`src/rtl/plst_pkg.sv`:
```
// Shared types, codes and defaults for the positional list engine.
`timescale 1ns / 1ps

package plst_pkg;

    // Default list capacity and entry width
    localparam int PLST_CAPACITY = 32;
    localparam int PLST_DATA_W   = 32;

    // Operation codes
    localparam logic [1:0] OP_INSERT = 2'd0;
    localparam logic [1:0] OP_DELETE = 2'd1;
    localparam logic [1:0] OP_DUMP   = 2'd2;

    // Status codes
    localparam logic [1:0] STAT_OK     = 2'd0;
    localparam logic [1:0] STAT_BADPOS = 2'd1;
    localparam logic [1:0] STAT_EMPTY  = 2'd2;
    localparam logic [1:0] STAT_FULL   = 2'd3;

    // Command transaction
    typedef struct packed {
        logic [1:0]         operation;
        logic [5:0]         position;
        logic signed [31:0] value;
    } cmd_t;

    // Result transaction
    typedef struct packed {
        logic [1:0]         status;
        logic signed [31:0] element;
        logic               element_valid;
        logic               last;
        logic [5:0]         count;
    } rsp_t;

    // Sequencer states
    typedef enum logic [2:0] {
        ST_IDLE,
        ST_INS,
        ST_INS_PUT,
        ST_DEL,
        ST_DUMP
    } state_t;

endpackage

```
`src/rtl/plst_ram.sv`:
```
// Generic single-clock RAM, one write port and one registered read port.
`timescale 1ns / 1ps

module plst_ram #(
    parameter int WIDTH = 32,
    parameter int DEPTH = 32
) (
    input  logic                     clk,
    input  logic                     we,
    input  logic [$clog2(DEPTH)-1:0] waddr,
    input  logic [WIDTH-1:0]         wdata,
    input  logic                     re,
    input  logic [$clog2(DEPTH)-1:0] raddr,
    output logic [WIDTH-1:0]         rdata
);

    logic [WIDTH-1:0] mem [DEPTH];

    // Write port
    always_ff @(posedge clk)
    begin
        if (we)
        begin
            mem[waddr] <= wdata;
        end
    end

    // Registered read port
    always_ff @(posedge clk)
    begin
        if (re)
        begin
            rdata <= mem[raddr];
        end
    end

endmodule

```
`src/rtl/positional_list_engine_unit.sv`:
```
// Top level of the positional list engine: sequencer around the entry RAM.
`timescale 1ns / 1ps

// Channel  | Ports                 | Handshake
// ---------+-----------------------+------------------------------------------
// command  | start, busy, cmd      | taken at a rising edge with start & !busy
// result   | result_valid, result  | one-cycle strobe, receiver cannot stall
//
// Entries live in one RAM with a registered read; shifts run one
// entry per cycle (read at one address, write the previous read one place on).
// Insert at the tail writes at once, else it shifts entries back from the tail
//   down to position, then writes the value; delete at the tail only drops the
//   count, else it shifts later entries forward; dump emits entries in order.
// Reset clears the entry count and the sequencer; RAM contents need no reset.
// busy is high while a shift, its final write or a dump runs; results are never held back.

module positional_list_engine_unit #(
    parameter int CAPACITY = plst_pkg::PLST_CAPACITY
) (
    input  logic           clk,
    input  logic           rst_n,
    input  logic           start,
    output logic           busy,
    input  plst_pkg::cmd_t cmd,
    output logic           result_valid,
    output plst_pkg::rsp_t result
);

    import plst_pkg::*;

    localparam int AW   = $clog2(CAPACITY);
    localparam int CW   = $clog2(CAPACITY + 1);
    localparam int CMPW = (CW > 6) ? CW : 6;

    state_t                  state_reg, state_next;
    logic [AW-1:0]           idx_reg, idx_next;
    logic [AW-1:0]           pos_reg, pos_next;
    logic [CW-1:0]           count_reg, count_next;
    logic signed [31:0]      val_reg, val_next;
    rsp_t                    rsp_reg, rsp_next;
    logic                    rsp_vld_reg, rsp_vld_next;

    logic                    ram_we;
    logic [AW-1:0]           ram_waddr;
    logic [PLST_DATA_W-1:0]  ram_wdata;
    logic                    ram_re;
    logic [AW-1:0]           ram_raddr;
    logic [PLST_DATA_W-1:0]  ram_rdata;

    logic [CMPW-1:0]         pos_ext;
    logic [CMPW-1:0]         cnt_ext;
    logic                    ins_bad;
    logic                    is_full;
    logic                    is_empty;
    logic                    del_bad;
    logic                    ins_at_end;
    logic                    del_at_end;
    logic [AW-1:0]           tail_addr;
    logic [AW-1:0]           del_first;
    logic                    idx_last;

    // Entry store
    plst_ram #(
        .WIDTH (PLST_DATA_W),
        .DEPTH (CAPACITY)
    ) u_ram (
        .clk   (clk),
        .we    (ram_we),
        .waddr (ram_waddr),
        .wdata (ram_wdata),
        .re    (ram_re),
        .raddr (ram_raddr),
        .rdata (ram_rdata)
    );

    // Classify the incoming command against the current count
    always_comb
    begin
        pos_ext    = CMPW'(cmd.position);
        cnt_ext    = CMPW'(count_reg);
        ins_bad    = pos_ext > cnt_ext;
        is_full    = count_reg == CW'(CAPACITY);
        is_empty   = count_reg == '0;
        del_bad    = pos_ext >= cnt_ext;
        ins_at_end = pos_ext == cnt_ext;
        del_at_end = pos_ext == (cnt_ext - CMPW'(1));
        tail_addr  = AW'(count_reg - CW'(1));
        del_first  = AW'(cmd.position) + AW'(1);
        idx_last   = CW'(idx_reg) == (count_reg - CW'(1));
    end

    // Next state, index, count and held operands
    always_comb
    begin
        state_next = state_reg;
        idx_next   = idx_reg;
        pos_next   = pos_reg;
        count_next = count_reg;
        val_next   = val_reg;
        case (state_reg)
            ST_IDLE:
            begin
                if (start)
                begin
                    pos_next = AW'(cmd.position);
                    val_next = cmd.value;
                    case (cmd.operation)
                        OP_INSERT:
                        begin
                            if (!ins_bad && !is_full)
                            begin
                                if (ins_at_end)
                                begin
                                    count_next = count_reg + CW'(1);
                                end
                                else
                                begin
                                    state_next = ST_INS;
                                    idx_next   = tail_addr;
                                end
                            end
                        end
                        OP_DELETE:
                        begin
                            if (!is_empty && !del_bad)
                            begin
                                if (del_at_end)
                                begin
                                    count_next = count_reg - CW'(1);
                                end
                                else
                                begin
                                    state_next = ST_DEL;
                                    idx_next   = del_first;
                                end
                            end
                        end
                        OP_DUMP:
                        begin
                            if (!is_empty)
                            begin
                                state_next = ST_DUMP;
                                idx_next   = '0;
                            end
                        end
                        default:
                        begin
                        end
                    endcase
                end
            end
            ST_INS:
            begin
                if (idx_reg == pos_reg)
                begin
                    state_next = ST_INS_PUT;
                end
                else
                begin
                    idx_next = idx_reg - AW'(1);
                end
            end
            ST_INS_PUT:
            begin
                count_next = count_reg + CW'(1);
                state_next = ST_IDLE;
            end
            ST_DEL:
            begin
                if (idx_last)
                begin
                    count_next = count_reg - CW'(1);
                    state_next = ST_IDLE;
                end
                else
                begin
                    idx_next = idx_reg + AW'(1);
                end
            end
            ST_DUMP:
            begin
                if (idx_last)
                begin
                    state_next = ST_IDLE;
                end
                else
                begin
                    idx_next = idx_reg + AW'(1);
                end
            end
            default:
            begin
                state_next = ST_IDLE;
            end
        endcase
    end

    // RAM accesses and the next result
    always_comb
    begin
        ram_we                 = 1'b0;
        ram_waddr              = '0;
        ram_wdata              = ram_rdata;
        ram_re                 = 1'b0;
        ram_raddr              = '0;
        rsp_vld_next           = 1'b0;
        rsp_next.status        = STAT_OK;
        rsp_next.element       = '0;
        rsp_next.element_valid = 1'b0;
        rsp_next.last          = 1'b1;
        rsp_next.count         = 6'(count_next);
        case (state_reg)
            ST_IDLE:
            begin
                if (start)
                begin
                    case (cmd.operation)
                        OP_INSERT:
                        begin
                            if (ins_bad)
                            begin
                                rsp_vld_next    = 1'b1;
                                rsp_next.status = STAT_BADPOS;
                            end
                            else if (is_full)
                            begin
                                rsp_vld_next    = 1'b1;
                                rsp_next.status = STAT_FULL;
                            end
                            else if (ins_at_end)
                            begin
                                ram_we       = 1'b1;
                                ram_waddr    = AW'(cmd.position);
                                ram_wdata    = cmd.value;
                                rsp_vld_next = 1'b1;
                            end
                            else
                            begin
                                ram_re    = 1'b1;
                                ram_raddr = tail_addr;
                            end
                        end
                        OP_DELETE:
                        begin
                            if (is_empty)
                            begin
                                rsp_vld_next    = 1'b1;
                                rsp_next.status = STAT_EMPTY;
                            end
                            else if (del_bad)
                            begin
                                rsp_vld_next    = 1'b1;
                                rsp_next.status = STAT_BADPOS;
                            end
                            else if (del_at_end)
                            begin
                                rsp_vld_next = 1'b1;
                            end
                            else
                            begin
                                ram_re    = 1'b1;
                                ram_raddr = del_first;
                            end
                        end
                        OP_DUMP:
                        begin
                            if (is_empty)
                            begin
                                rsp_vld_next    = 1'b1;
                                rsp_next.status = STAT_EMPTY;
                            end
                            else
                            begin
                                ram_re    = 1'b1;
                                ram_raddr = '0;
                            end
                        end
                        default:
                        begin
                            rsp_vld_next = 1'b1;
                        end
                    endcase
                end
            end
            ST_INS:
            begin
                // move the entry just read one place back
                ram_we    = 1'b1;
                ram_waddr = idx_reg + AW'(1);
                if (idx_reg != pos_reg)
                begin
                    ram_re    = 1'b1;
                    ram_raddr = idx_reg - AW'(1);
                end
            end
            ST_INS_PUT:
            begin
                ram_we       = 1'b1;
                ram_waddr    = pos_reg;
                ram_wdata    = val_reg;
                rsp_vld_next = 1'b1;
            end
            ST_DEL:
            begin
                // move the entry just read one place forward
                ram_we    = 1'b1;
                ram_waddr = idx_reg - AW'(1);
                if (idx_last)
                begin
                    rsp_vld_next = 1'b1;
                end
                else
                begin
                    ram_re    = 1'b1;
                    ram_raddr = idx_reg + AW'(1);
                end
            end
            ST_DUMP:
            begin
                rsp_vld_next           = 1'b1;
                rsp_next.element       = ram_rdata;
                rsp_next.element_valid = 1'b1;
                rsp_next.last          = idx_last;
                if (!idx_last)
                begin
                    ram_re    = 1'b1;
                    ram_raddr = idx_reg + AW'(1);
                end
            end
            default:
            begin
            end
        endcase
    end

    // Control registers
    always_ff @(posedge clk or negedge rst_n)
    begin
        if (!rst_n)
        begin
            state_reg   <= ST_IDLE;
            count_reg   <= '0;
            rsp_vld_reg <= 1'b0;
        end
        else
        begin
            state_reg   <= state_next;
            count_reg   <= count_next;
            rsp_vld_reg <= rsp_vld_next;
        end
    end

    // Payload registers
    always_ff @(posedge clk)
    begin
        idx_reg <= idx_next;
        pos_reg <= pos_next;
        val_reg <= val_next;
        rsp_reg <= rsp_next;
    end

    assign busy         = state_reg != ST_IDLE;
    assign result_valid = rsp_vld_reg;
    assign result       = rsp_reg;

endmodule
```
`config.mk`:
```
export PLATFORM = sky130hd
export DESIGN_NAME = positional_list_engine_unit
export DESIGN_NICKNAME = d
export VERILOG_FILES = /design/src/rtl/plst_pkg.sv /design/src/rtl/plst_ram.sv /design/src/rtl/positional_list_engine_unit.sv
export SDC_FILE = /design/constraint.sdc
export NUM_CORES = 2
export LEC_CHECK = 0
export ABC_AREA = 1
export ABC_CLOCK_PERIOD_IN_PS = 4850
export BUFFER_PORTS_ARGS = -buffer_cell sky130_fd_sc_hd__buf_4
export CORE_MARGIN = 2
export CORE_UTILIZATION = 42
export CTS_CLUSTER_SIZE = 20
export DETAILED_ROUTE_END_ITERATION = 10
export GPL_TIMING_DRIVEN = 0
export PLACE_DENSITY_LB_ADDON = 0.1
export REMOVE_ABC_BUFFERS = 1
export SYNTH_ARGS = -nofsm -noshare
export SYNTH_HDL_FRONTEND = slang
export SYNTH_SLANG_ARGS = --single-unit
```
`constraint.sdc`:
```
create_clock -name clk -period 4.85 [get_ports clk]
set_input_delay 0.2425 -clock clk [delete_from_list [all_inputs] [get_ports clk]]
set_output_delay 0.2425 -clock clk [all_outputs]
set_load 0.02 [all_outputs]
```
---- Yosys cells after proc, flatten, opt, wreduce, memory -nomap -nowiden ----
Memories as Yosys holds them, arrays and structs flattened. A register that Yosys moved wholly into a read port is not among the register bits.
Index checks and enable logic that the tools add are counted.
cells by class
  divide/modulo/power cells ............... 0
  $lt $le $gt $ge ......................... 2
  multiplexer cells ....................... 88
  equality and inequality tests ........... 23
  add/sub/neg operators ................... 5
  multipliers ............................. 0
  shifts and indexed selects .............. 0
  reduce and logical (&&, ||, !) cells .... 17
  bitwise logic cells ..................... 0
operator list
  operator                                                                count
  32-bit 2-to-1 mux                                                       5
  5-bit 2-to-1 mux                                                        22
  32-bit case mux with 2 select lines                                     1
  5-bit case mux with 3 select lines                                      3
  6-bit 2-to-1 mux                                                        6
  1-bit 2-to-1 mux                                                        26
  3-bit 2-to-1 mux                                                        8
  5-bit case mux with 4 select lines                                      1
  3-bit case mux with 3 select lines                                      2
  6-bit case mux with 3 select lines                                      1
  3-bit inequality test (second input constant)                           5
  6-bit equality test                                                     2
  1-bit case mux with 3 select lines                                      4
  6-bit case mux with 2 select lines                                      1
  5-bit by 1-bit adder with 5-bit output (second input constant)          2
  2-bit 2-to-1 mux                                                        5
  5-bit case mux with 2 select lines                                      1
  10-bit AND reduction                                                    1
  9-bit AND reduction                                                     1
  2-bit inequality test (second input constant)                           4
  6-bit by 1-bit adder with 6-bit output (second input constant)          1
  3-bit by 2-bit equality test with 1-bit output (second input constant)  2
  5-bit by 6-bit equality test with 1-bit output                          1
  6-bit equality test (second input constant)                             1
  23 further kinds                                                        29
storage, ports and cells
  bits in writable memories ............... 1024
  bits in read-only memories .............. 0
  input bits .............................. 43
  bits in latches ......................... 0
  memories kept ........................... 1
  flip-flop bits (word level) ............. 94
memories
  memory     words  bits a word  rd ports  clocked after memory_dff  wr ports  RTL line        text
  u_ram.mem  32     32           1         1                         1         plst_ram.sv:17  logic [WIDTH-1:0] mem [DEPTH];

---- Logic depth before layout (Yosys ltp) ----
  word-level depth ........................ 9
  mapped depth ............................ 23
  depth with buffers taken out ............ 21

---- By module ----
From an unflattened synthesis, not the netlist that was laid out.
unflattened totals
  cells, all modules ...................... 4265
  area total of the unflattened synthesis .. 48485.3 µm²
modules (own cells, without submodules)
  module                       sequential area each (µm²)  area each (µm²)  instances  cells an instance
  plst_ram                     31710.4                     42726.0          1          3536
  positional_list_engine_unit  2352.3                      5759.3           1          729

---- Worst setup path after synthesis ----
No wires, ideal clock.
  kind .................................... reg-to-reg
  start point ............................. reg count_reg[0], in the netlist cnt_ext[0]
  end point ............................... mem u_ram.mem[0][0], enable pin
  data required time ...................... 4.370 ns
  stages on the path, launching flop included .. 15
  arrival time ............................ 4.543 ns
  setup slack ............................. -0.173 ns
  path through ............................ dfrtp_1 -> inv_2 -> ha_1 -> nand3_2 -> nor2_1 -> nor2_2 -> nand3_1 -> nor2_1 -> inv_1 -> nor2_1 -> nor3_1 -> inv_1 -> nor2_1 -> inv_1 -> a311oi_1
between the ends
  longest elaborated chain between the ends .. 9
  elaborated cells between the ends (all ways) .. 17
RTL lines
  item                                                        RTL line                            text
  from (decl)                                                 positional_list_engine_unit.sv:38   logic [CW-1:0] count_reg, count_next;
  from (signal assigned)                                      positional_list_engine_unit.sv:348  count_reg <= count_next;
  branches (longest 9 deep; another with 6-bit > comparator)  --
  to (decl)                                                   plst_ram.sv:17
Several ways; the timed one is not identified.

---- Worst setup path in the final report ----
  start point ............................. reg count_reg[5], in the netlist cnt_ext[5]
  end point ............................... mem u_ram.mem[12][1], enable pin
The elaborated chain is that of the path after synthesis.

==> results.ini <==
[run_status]
status = finished clean

[clock_tree]
cts_tree = built
root_buffer = clkbuf_16
path_clk_slew_ns = 0.05
insertion_delay_ns = 0.75
htree_num_levels = 4
cts_buffers = 131
cts.sinks = 1150
clockBufferDepth = 3

[finish]
diodes = 0
regMostFlops = u_ram.mem
layout.nets = 5086
largest_reg_flops = 1024
area_growth_pct = 19.7
stdcell_count = 6749
drive_gt1_frac = 0.111
num-fill-cells = 10600

[drt]
drcViolationCount = 0
dr.pass1.iters = 8
drt-total-wl_um = 160000
vias_per_cell = 5.41
ant_nets = 0
vias = 36500
wl_per_cell_um = 23.6
drt-initial-drc-count = 3532

[critical_path]
path_max_fanout = 39
critical_path_class = register to register
critPathLaunchType = register
arrival_ns = 5.11
end_kind = register
crit_required_ns = 5.28

[floorplan]
start_util = 0.422
coreArea_sq_mm = 0.121
rows = 128
ios = 87
die_w_um = 353
dieArea_sq_mm = 0.125
die_y_um = 353

[synth]
synthAdderAreaFrac = 0.00415
synth_compound_area_frac = 0.0202
muxShareOfSynthArea = 0
netlist_top_cells_count = nand3_1, edfxtp_1, nand2_1, inv_1, buf_2
yosys_register_bits = 1150
syn_inst = 4839
ys_seq_area_frac = 0.664
yosys-top-cells-area = edfxtp_1, nand3_1, nand2_1
ys_async_sr_fraction = 0.00870
synth.distinct_cells = 43
yosys.area_share.xor_xnor = 0.00307
yosysWarnings = 0
synthSimpleGateAreaFrac = 0.228
synth_edf_count = 1098
yosysTopAreaCell = edfxtp_1
netlist_area_sq_mm = 0.0513
synth_area_per_cell_sq_um = 10.6
yosysMostFrequentCell = nand3_1
synth_top_cell_area_share = 0.643
synth_top_family_by_area = simple AND/OR/NAND/NOR gates
synthFlopType = edfxtp_1

[placed_design]
routabilityCongestion = 0.854
dp_cells = 6408
hpwl_um = 88800
port_buffers = 86
dp_slack_ns = -1.74

[timing]
timing.slew.headroom = 0.305
worst_pin_slew_ns = 1.04
finalWorstSetupSlack_ns = 0.178
fmax_mhz = 214
final_max_slew_viol_count = 0
setup_violations = 0
holdWs_ns = 0.224
fin_skew_ns = 0.0206
fin_crit_ns = 4.67
post-route-period-util = 0.963
hold_viol = 0

[global_route]
first_global_vias = 34300
antenna_found_initial = 2
grt_max_degree = 124
grt_pass1_wl_um = 231000
grtUsageTotal = 0.251
grt_overflow_total = 0

[run]
cap_violations = 0

[hold_path]
hp-class = input port to register

## layout by cell type (no fill, tap or decap), drive strengths merged, types with 2 or more instances in the layout
| cell type | instances |
|---|---|
| xor2 | 15 |
| xnor2 | 3 |
| nand3b | 224 |
| o31ai | 2 |
| a21oi | 37 |
| clkbuf | 199 |
| clkinv | 34 |
| o22ai | 7 |
| nor3 | 2 |
| buf | 295 |
| o21ai | 66 |
| o2111ai | 2 |
| o21a | 2 |
| a221oi | 4 |
| o211ai | 26 |
| nor2 | 119 |
| bufbuf | 6 |
| dfxtp | 42 |
| o221ai | 17 |
| nand3 | 1124 |
| nand4 | 6 |
| ha | 17 |
| dfrtp | 10 |
| nand2 | 1014 |
| inv | 701 |
| dlygate4sd3 | 42 |
| edfxtp | 1098 |
## what timing repair did
action	in CTS	in global routing
hold buffers	42	0
gates resized for setup	10	6
cloned	14	3
hold endpoints to repair	62	0
pin swaps	33	2
setup endpoints to repair	1047	92
setup buffers	44	7
## path summary, 6_finish.rpt
check | to | slack (ns) | cells after the start | from
min reg2reg | result[18] | 0.49 | 2 | u_ram.rdata[10]
max in group asynchronous | cnt_ext[0] | 3.90 | 3 | rst_n
min | val_reg[13] | 0.22 | 2 | cmd[13]
max | u_ram.mem[12][1] | 0.18 | 17 | cnt_ext[5]
min in group asynchronous | cnt_ext[1] | 0.56 | 3 | rst_n
max reg2reg | u_ram.mem[12][1] | 0.18 | 17 | cnt_ext[5]
## layer usage
| layer | track usage | part of all wire |
|---|---|---|
| met1 | 0.352 | 0.44 |
| met2 | 0.406 | 0.47 |
| met3 | 0.0322 | 0.061 |
| met4 | 0.0783 | 0.027 |
| met5 | 0 | 0.000081 |
## worst max-delay path: stages, from the launching register on
cell	delay, ns
dfrtp_1	0.46
inv_1	0.19
ha_1	0.33
nand2_1	0.08
nor2_1	0.17
nand3_2	0.22
nor2_4	0.20
nand3_4	0.35
buf_12	0.35
nor2_1	0.20
inv_1	0.18
o21ai_2	0.33
inv_1	0.15
nor2_1	0.18
nand2_1	0.27
nor2_4	0.27
buf_16	0.19
buf_12	0.19
## final cells by class
class | instances | area (sq um) | share of cell area
clock buffers | 196 | 3770 | 0.0615
clock inverters | 35 | 209 | 0.00341
inverters | 702 | 2660 | 0.0433
multi-input cells | 2695 | 13700 | 0.223
flip-flops and latches | 1150 | 34100 | 0.555
well taps | 1625 | 2030 | 0.0331
repair buffers | 346 | 4950 | 0.0807
## stage by stage
stage	TNS, ns	utilization	area, sq um
final	0	0.505	61400
after global routing	-0.538	0.505	61400
after floorplan	-781.94	-	49800
after global placement	-	0.432	52500
after CTS	0	0.504	61200
after detailed placement	-500.19	0.460	55900
## cells by family (layout without fill, tap and decap cells)
group           count (synthesis)  after routing
flops                        1150           1150
simple gates                 2485           2492
buf+inv                      1001           1279
xor+xnor                       18             18
fa+ha+maj                      17             17
compound gates                168            168
Power is not shown: default switching activity piles up to over one toggle a cycle in this logic, so the estimate is an artifact.
